`src/terrain_shadow_ray_sweep_unit_assert.svh`:
```
// ---------------------------------------------------------------------------
// Assertion macros for the terrain shadow ray sweep unit
// Shared clocking and reset for the concurrent checks of the project.
// ---------------------------------------------------------------------------
`ifndef TERRAIN_SHADOW_RAY_SWEEP_UNIT_ASSERT_SVH
`define TERRAIN_SHADOW_RAY_SWEEP_UNIT_ASSERT_SVH

// Checks a property on every rising clock edge outside reset.
`define TSRS_ASSERT(lbl, prop, msg) \
	lbl: assert property (@(posedge clk) disable iff (!arst_n) prop) else $error(msg);

// Checks that a condition holds in the cycle after a trigger.
`define TSRS_ASSERT_NEXT(lbl, trig, cond, msg) \
	lbl: assert property (@(posedge clk) disable iff (!arst_n) (trig) |=> (cond)) \
		else $error(msg);

`endif

```
`src/tsrs_pkg.sv`:
```
// ---------------------------------------------------------------------------
// Terrain shadow ray sweep package
// Types and constants shared by the front, the back and the top level.
// ---------------------------------------------------------------------------
package tsrs_pkg;

	localparam int MaxSamples  = 64;
	localparam int SampleAw    = 6;
	localparam int CountW      = 7;
	localparam int GridAw      = 16;
	localparam int SectorW     = 9;
	localparam int SectorCount = 360;
	localparam int ValW        = 58;
	localparam int TotW        = 40;

	localparam logic [SectorW-1:0] NoSector   = 9'd511;
	localparam logic [SectorW-1:0] LastSector = 9'(SectorCount - 1);
	localparam logic [CountW-1:0]  CountMax   = 7'(MaxSamples);
	localparam logic signed [ValW-1:0] RmFloor = {1'b1, 57'd0};
	localparam logic [TotW-1:0]    TotMax     = '1;

	typedef enum logic [1:0] {
		OP_LOAD  = 2'd0,
		OP_BEGIN = 2'd1,
		OP_CELL  = 2'd2,
		OP_READ  = 2'd3
	} op_t;

	typedef enum logic [2:0] {
		BK_CLEAR,
		BK_IDLE,
		BK_LOOKUP,
		BK_SWEEP,
		BK_FINISH
	} bk_state_t;

	typedef struct packed {
		op_t                 op;
		logic [SampleAw-1:0] slot;
		logic [31:0]         tangent;
		logic [23:0]         weight;
		logic [CountW-1:0]   count;
		logic [SectorW-1:0]  sector;
		logic [GridAw-1:0]   cell_idx;
		logic signed [23:0]  height_value;
		logic [23:0]         distance;
		logic                nodata;
		logic                ray_first;
	} cmd_t;

	typedef struct packed {
		logic vld;
		cmd_t cmd;
	} q_head_t;

	typedef struct packed {
		logic clear_busy;
	} bk_stat_t;

endpackage

```
`src/tsrs_if.sv`:
```
// ---------------------------------------------------------------------------
// Terrain shadow ray sweep channels
// Valid/ready channels for command beats and for result beats.
// ---------------------------------------------------------------------------
interface tsrs_in_if;
	logic               valid;
	logic               ready;
	logic [1:0]         operation;
	logic [5:0]         slot;
	logic [31:0]        tangent;
	logic [23:0]        weight;
	logic [6:0]         active_count;
	logic [8:0]         sector_number;
	logic [15:0]        cell_req;
	logic signed [23:0] height_value;
	logic [23:0]        distance;
	logic               nodata;
	logic               ray_first;

	modport source (output valid, operation, slot, tangent, weight, active_count,
		sector_number, cell_req, height_value, distance, nodata, ray_first,
		input ready);
	modport sink (input valid, operation, slot, tangent, weight, active_count,
		sector_number, cell_req, height_value, distance, nodata, ray_first,
		output ready);
endinterface


```
`src/tsrs_front.sv`:
```
// ---------------------------------------------------------------------------
// Terrain shadow ray sweep front
// Accepts command beats, decodes and saturates them, and queues them.
// ---------------------------------------------------------------------------
`include "terrain_shadow_ray_sweep_unit_assert.svh"

module tsrs_front (
	input  logic               clk,
	input  logic               arst_n,
	tsrs_in_if.sink            req,
	input  logic               pop,
	input  tsrs_pkg::bk_stat_t stat,
	output tsrs_pkg::q_head_t  head
);
	import tsrs_pkg::*;

	cmd_t       fifo_q [2];
	logic       wr_q;
	logic       rd_q;
	logic [1:0] cnt_q;
	cmd_t       cmd;
	logic       push;

	// Decode the beat; out-of-range counts and sectors saturate here.
	always_comb begin
		cmd.op           = op_t'(req.operation);
		cmd.slot         = req.slot;
		cmd.tangent      = req.tangent;
		cmd.weight       = req.weight;
		cmd.count        = (req.active_count > CountMax) ? CountMax : req.active_count;
		cmd.sector       = (req.sector_number > LastSector) ? LastSector : req.sector_number;
		cmd.cell_idx     = req.cell_req;
		cmd.height_value = req.height_value;
		cmd.distance     = req.distance;
		cmd.nodata       = req.nodata;
		cmd.ray_first    = req.ray_first;
	end

	assign req.ready = (cnt_q != 2'd2) && !stat.clear_busy;
	assign push      = req.valid && req.ready;
	assign head.vld  = (cnt_q != 2'd0);
	assign head.cmd  = fifo_q[rd_q];

	always_ff @(posedge clk) begin
		if (push) begin
			fifo_q[wr_q] <= cmd;
		end
	end

	always_ff @(posedge clk or negedge arst_n) begin
		if (!arst_n) begin
			wr_q  <= 1'b0;
			rd_q  <= 1'b0;
			cnt_q <= 2'd0;
		end else begin
			if (push) begin
				wr_q <= ~wr_q;
			end
			if (pop) begin
				rd_q <= ~rd_q;
			end
			cnt_q <= cnt_q + 2'(push) - 2'(pop);
		end
	end

	`TSRS_ASSERT(a_fifo_bound, (cnt_q != 2'd3), "queue count out of range")
	`TSRS_ASSERT(a_pop_nonempty, (pop |-> (cnt_q != 2'd0)), "pop from empty queue")
endmodule

```
`src/flat_wrapper.sv`:
```
// flat-port wrapper written by rule: the top's interface ports become plain ports
module tsrs_front_flat import tsrs_pkg::*;
  (clk, arst_n, pop, stat, head, req_valid, req_operation, req_slot, req_tangent, req_weight, req_active_count, req_sector_number, req_cell_req, req_height_value, req_distance, req_nodata, req_ray_first, req_ready);
  tsrs_in_if req_i ();
  input  logic clk;
  input  logic arst_n;
  input  logic pop;
  input  tsrs_pkg::bk_stat_t stat;
  output tsrs_pkg::q_head_t head;
  input wire logic [$bits(req_i.valid)-1:0] req_valid;
  input wire logic [$bits(req_i.operation)-1:0] req_operation;
  input wire logic [$bits(req_i.slot)-1:0] req_slot;
  input wire logic [$bits(req_i.tangent)-1:0] req_tangent;
  input wire logic [$bits(req_i.weight)-1:0] req_weight;
  input wire logic [$bits(req_i.active_count)-1:0] req_active_count;
  input wire logic [$bits(req_i.sector_number)-1:0] req_sector_number;
  input wire logic [$bits(req_i.cell_req)-1:0] req_cell_req;
  input wire logic [$bits(req_i.height_value)-1:0] req_height_value;
  input wire logic [$bits(req_i.distance)-1:0] req_distance;
  input wire logic [$bits(req_i.nodata)-1:0] req_nodata;
  input wire logic [$bits(req_i.ray_first)-1:0] req_ray_first;
  output wire logic [$bits(req_i.ready)-1:0] req_ready;
  assign req_i.valid = req_valid;
  assign req_i.operation = req_operation;
  assign req_i.slot = req_slot;
  assign req_i.tangent = req_tangent;
  assign req_i.weight = req_weight;
  assign req_i.active_count = req_active_count;
  assign req_i.sector_number = req_sector_number;
  assign req_i.cell_req = req_cell_req;
  assign req_i.height_value = req_height_value;
  assign req_i.distance = req_distance;
  assign req_i.nodata = req_nodata;
  assign req_i.ray_first = req_ray_first;
  assign req_ready = req_i.ready;
  tsrs_front u_core (.clk(clk), .arst_n(arst_n), .req(req_i), .pop(pop), .stat(stat), .head(head));
endmodule
```
`config.mk`:
```
export PLATFORM = sky130hd
export DESIGN_NAME = tsrs_front_flat
export DESIGN_NICKNAME = d
export VERILOG_FILES = /design/src/tsrs_pkg.sv /design/src/tsrs_if.sv /design/src/tsrs_front.sv /design/src/flat_wrapper.sv
export VERILOG_INCLUDE_DIRS = /design/src /design/src/src
export SDC_FILE = /design/constraint.sdc
export NUM_CORES = 1
export LEC_CHECK = 0
export BUFFER_PORTS_ARGS = -buffer_cell sky130_fd_sc_hd__buf_2
export CAP_MARGIN = 10
export CELL_PAD_IN_SITES_DETAIL_PLACEMENT = 1
export CELL_PAD_IN_SITES_GLOBAL_PLACEMENT = 2
export CORE_AREA = 2 2 167 169
export CTS_BUF_LIST = sky130_fd_sc_hd__clkbuf_16
export CTS_CLUSTER_DIAMETER = 80
export DETAILED_ROUTE_END_ITERATION = 8
export DIE_AREA = 0 0 169 171
export PLACE_DENSITY = 0.91
export SETUP_SLACK_MARGIN = 0.1
export SKIP_LAST_GASP = 1
export SLEW_MARGIN = 0
export SYNTH_ARGS = -nofsm -noshare
export SYNTH_HDL_FRONTEND = slang
export SYNTH_SLANG_ARGS = --single-unit
```
`constraint.sdc`:
```
create_clock -name clk -period 13.5 [get_ports clk]
set_input_delay 2.7 -clock clk [delete_from_list [all_inputs] [get_ports clk]]
set_output_delay 2.7 -clock clk [all_outputs]
set_load 0.05 [all_outputs]
```
-- After elaboration in Yosys (flattened, before gate mapping)
Memory sizes are Yosys's and may differ from the RTL's.
Cells that the tools add are included.
Widths: inputs -> output; s select.
- bits in registers: 4
- memory bits (writable): 292
- output and inout bits: 148
- logic and storage cells: 19
- memories kept: 1
- $add $sub $neg: 2
- order comparisons: 2
- equality and inequality tests: 1
- mux-type cells: 4
- bitwise operators: 2
- reduce and logical (&&, ||, !) cells: 4
- memories (memory ; words ; bits a word ; rd ports ; clocked after Yosys merged registers in ; write ports ; RTL line ; RTL):
    u_core.fifo_q ; 2 ; 146 ; 1 ; 0 ; 1 ; tsrs_front.sv:17 ; cmd_t fifo_q [2];
- operator list (operator ; count):
    $gt 9x9->1 const B ; 1
    $mux 9 ; 1
    $gt 7x7->1 const B ; 1
    $mux 7 ; 1
    $add 2x1->2 ; 1
    $logic_and 1x1->1 ; 2
    $mux 1 ; 2
    $ne 2x2->1 const B ; 1
    $not 1->1 ; 2
    $reduce_bool 2->1 ; 1
    $sub 2x1->2 ; 1
    $logic_not 1->1 ; 1

-- Depth between registers and ports, before layout
- depth in word-level cells: 5
- depth in mapped cells: 6
- gate-level depth less buffers: 6

-- Least setup slack after synthesis
OpenSTA, ideal clock, no wires.
- path kind: input port to flip-flop
- start: input port req_valid
- end: memory u_core.fifo_q[0][0] (netlist name) (enable)
- setup time: 653 ps
- arrival: 9008 ps
- slack: 3839 ps
- stages on the path: 3
- cells stage by stage: nor2b_1 -> nand2_1 -> nor2_1
- longest elaborated chain between the ends: 3
- RTL lines (what ; RTL line ; RTL):
    start, declared ; flat_wrapper.sv:10 ; input wire logic [$bits(req_i.valid)-1:0] req_valid;
    $logic_and 1x1->1 ; tsrs_front.sv:40 ; assign push = req.valid && req.ready;
    $mux 1 ; tsrs_front.sv:45 ; if (push) begin
    $mux 1 (not written as such) ; tsrs_front.sv:46 ; fifo_q[wr_q] <= cmd;
    end, declared ; tsrs_front.sv:17 ;
Every way passes these cells.

-- Final worst setup path
- start: input port stat
- end: output port req_ready
- longest elaborated chain between the ends: 2
- RTL lines (what ; RTL line ; RTL):
    start, declared ; flat_wrapper.sv:8 ; input tsrs_pkg::bk_stat_t stat;
    $logic_not 1->1 ; tsrs_front.sv:39 ; assign req.ready = (cnt_q != 2'd2) && !stat.clear_busy;
    $logic_and 1x1->1 ; tsrs_front.sv:39 ;
    end, declared ; flat_wrapper.sv:22 ; output wire logic [$bits(req_i.ready)-1:0] req_ready;
Every way passes these cells.

==> results.sh <==
export IMPL_numClockSinks=296
export IMPL_ys_seq_area_share_pct=81.2
export IMPL_wl_per_cell_um=19.8
export IMPL_ctsHoldBuffers=0
export IMPL_ys_ff_latch=296
export IMPL_initial_utilization_pct=40.0
export IMPL_place_congestion=0.723
export IMPL_hold_class="reg -> reg"
export IMPL_viasPerCell=4.79
export IMPL_ir_drop_mv=0.114
export IMPL_stdcell_count=1181
export IMPL_yosysUniqueCellTypes=21
export IMPL_dieWidth_um=169
export IMPL_fill_cells=2649
export IMPL_dr_pass1_iters=4
export IMPL_hold_end="u_core.wr_q$_DFFE_PN0P_"
export IMPL_die_area_mm2=0.0289
export IMPL_clock_skew_ps=13.7
export IMPL_min_path_cells=1
export IMPL_synth_compound_area_share_pct=0.390
export IMPL_finalSetupTns_ps=0
export IMPL_reg2reg_slack_ps=10810
export IMPL_cp_max_fo=2
export IMPL_r2r_start="u_core.cnt_q[1]$_DFF_PN0_"
export IMPL_slew_viol_final=0
export IMPL_io_pin_count=299
export IMPL_period_minus_slack_ps=5970
export IMPL_cap_violations=0
export IMPL_multi_input_area_mm2=0.00187
export IMPL_vias=5652
export IMPL_syn_mean_instance_area_um2=22.1
export IMPL_power_density_mw_per_mm2=227
export IMPL_hold_ws_ps=552
export IMPL_worstPathArrival_ps=3270
export IMPL_syn_to_final_growth_pct=24.5
export IMPL_finalCritPeriodShare_pct=44.2
export IMPL_antenna_found_initial=4
export IMPL_dp_cells=1125
export IMPL_cts_tree="built"
export IMPL_worst_slew_pin_slew_ps=1090
export IMPL_netlist_instances=494
export IMPL_relSlewSlack_pct=27.2
export IMPL_rsz0062_at_grt="no"
export IMPL_setup_violations_final=0
export IMPL_layout_nets=965
export IMPL_final_seq_area_mm2=0.00887
export IMPL_row_count=61
export IMPL_fin_util_pct=49.7
export IMPL_cts_buffer_depth=3
export IMPL_syn_num_nets=647
export IMPL_cp_required_ps=10800
export IMPL_routed_wl_mm=23.4
export IMPL_die_h_um=171
export IMPL_fmax_ghz=0.168
export IMPL_post_cts_repair_setup_buffers=0
export IMPL_crit_type="in -> out"
export IMPL_worstSkewPairLatency_ps=540
export IMPL_synthSimpleGateAreaFrac_pct=1.02
export IMPL_min_from="u_core.wr_q$_DFFE_PN0P_"
export IMPL_power_leakage_nw=5.07
export IMPL_hpwlAfterDp_mm=15.1
export IMPL_r2r_end="u_core.fifo_q[0][36]$_DFFE_PP_"
export IMPL_path_clk_slew_ps=60
export IMPL_io_buffers=298
export IMPL_first_global_vias=6195
export IMPL_numCtsBuffers=31
export IMPL_reg2regPathDepth=4
export IMPL_post_cts_resize_count=0
export IMPL_drive_above_1_share_pct=58.8
export IMPL_htreeDepth=1
export IMPL_finalHoldViolCount=0
export IMPL_grt_pass1_wl_mm=34.1
export IMPL_drc=0
export IMPL_cts_root_buf="clkbuf_16"
export IMPL_yosysWarnings=0
export IMPL_start_kind="input pin"
export IMPL_ant_nets=0
export IMPL_grtUsageTotal_pct=15.3
export IMPL_status="finished clean"
export IMPL_final_common_cell="buf_2"
export IMPL_first_iter_violations=246
export IMPL_most_common_layout_cells="298 x buf_2, 292 x edfxtp_1, 146 x mux2_2"
export IMPL_core_mm2=0.0273
export IMPL_synth_fa_ha_area_share_pct=0.229
export IMPL_synthXorXnorAreaFrac_pct=0.321
export IMPL_end_kind="primary output"
export IMPL_synth_top_family_by_area="multiplexers"
export IMPL_synthMuxAreaShare_pct=15.1
export IMPL_grt_max_degree=79
export IMPL_grt_overflow_total=0
export IMPL_syn_area_mm2=0.0109
==> state kept, by name (all words and copies together), names as in the netlist <==
| signal | count |
|---|---|
| u_core.rd_q | 1 |
| u_core.fifo_q | 292 |
| u_core.wr_q | 1 |
| u_core.cnt_q | 2 |
==> through the flow <==
| step | power, mW | setup slack, ps | cell area [µm²] |
|---|---|---|---|
| 2_1_floorplan | 2.17 | 3840 | 10900 |
| 3_3_place_gp | 2.37 | 7610 | 12700 |
| 6_report | 3.08 | 7530 | 13600 |
| 4_1_cts | 3.13 | 7460 | 13600 |
| 5_1_grt | 3.20 | 7330 | 13600 |
| 3_5_place_dp | 2.38 | 7600 | 12700 |
==> power by group <==
part | internal (mW) | switching [mW]
clock | 0.409 | 0.323
combinational | 0.317 | 0.816
sequential | 1.14 | 0.0738
total | 1.87 | 1.21
==> cell families (layout without fill, tap and decap cells) <==
group | after synthesis | in the layout
AO/OA/AOI/OAI | 6 | 6
AND/OR/NAND/NOR | 19 | 19
buffers and inverters | 21 | 358
other | 0 | 4
flip-flops | 296 | 296
multiplexers | 146 | 146
adder cells (fa/ha/maj) | 2 | 2
XOR/XNOR | 4 | 4
==> cell type report <==
class | count | area share, %
diodes | 4 | 0.0737
clock buffers | 31 | 5.71
clock inverters | 21 | 0.654
inverters | 3 | 0.0829
multi-input cells | 177 | 13.8
flip-flops and latches | 296 | 65.3
well taps | 346 | 3.19
repair buffers | 303 | 11.3
==> cell usage after synthesis, drive strengths merged <==
master	instances	share of area, %
or2	1	0.057
clkbuf	2	0.069
ha	2	0.23
inv	3	0.10
and3	1	0.057
xor2	1	0.080
a21o	3	0.21
dfrtp	4	0.92
a21oi	1	0.046
nor2	1	0.034
nand2	2	0.069
nor2b	8	0.46
nand2b	4	0.23
o211a	1	0.092
o21ai	1	0.046
buf	16	1.6
and2	2	0.11
xnor2	3	0.24
edfxtp	292	80
mux2	146	15
==> worst max path at each step <==
stage / slack (ps) / endpoint / cells after the start / startpoint
finish: 7530 / req_ready / 3 / stat
global route: 7330 / head[85] / 3 / u_core.rd_q$_DFFE_PN0P_
CTS: 7460 / head[6] / 3 / u_core.rd_q$_DFFE_PN0P_
detailed placement: 7600 / req_ready / 3 / stat
global placement: 7610 / req_ready / 3 / stat
floorplan: 3840 / u_core.fifo_q[0][0]$_DFFE_PP_ / 3 / req_valid
==> critical path: stages <==
cell	delay (ps)
buf_2	110
a21oi_1	160
buf_2	300
==> layer usage <==
| layer | wire length [µm] | global-route usage (%) | vias up |
|---|---|---|---|
| li1 | - | - | 2594 |
| met1 | 8290 | 16.4 | 2815 |
| met2 | 12700 | 29.0 | 202 |
| met3 | 1730 | 4.28 | 41 |
| met4 | 682 | 5.35 | 0 |
| met5 | 0 | 0 | - |
Power figures use the tool's default switching activity.
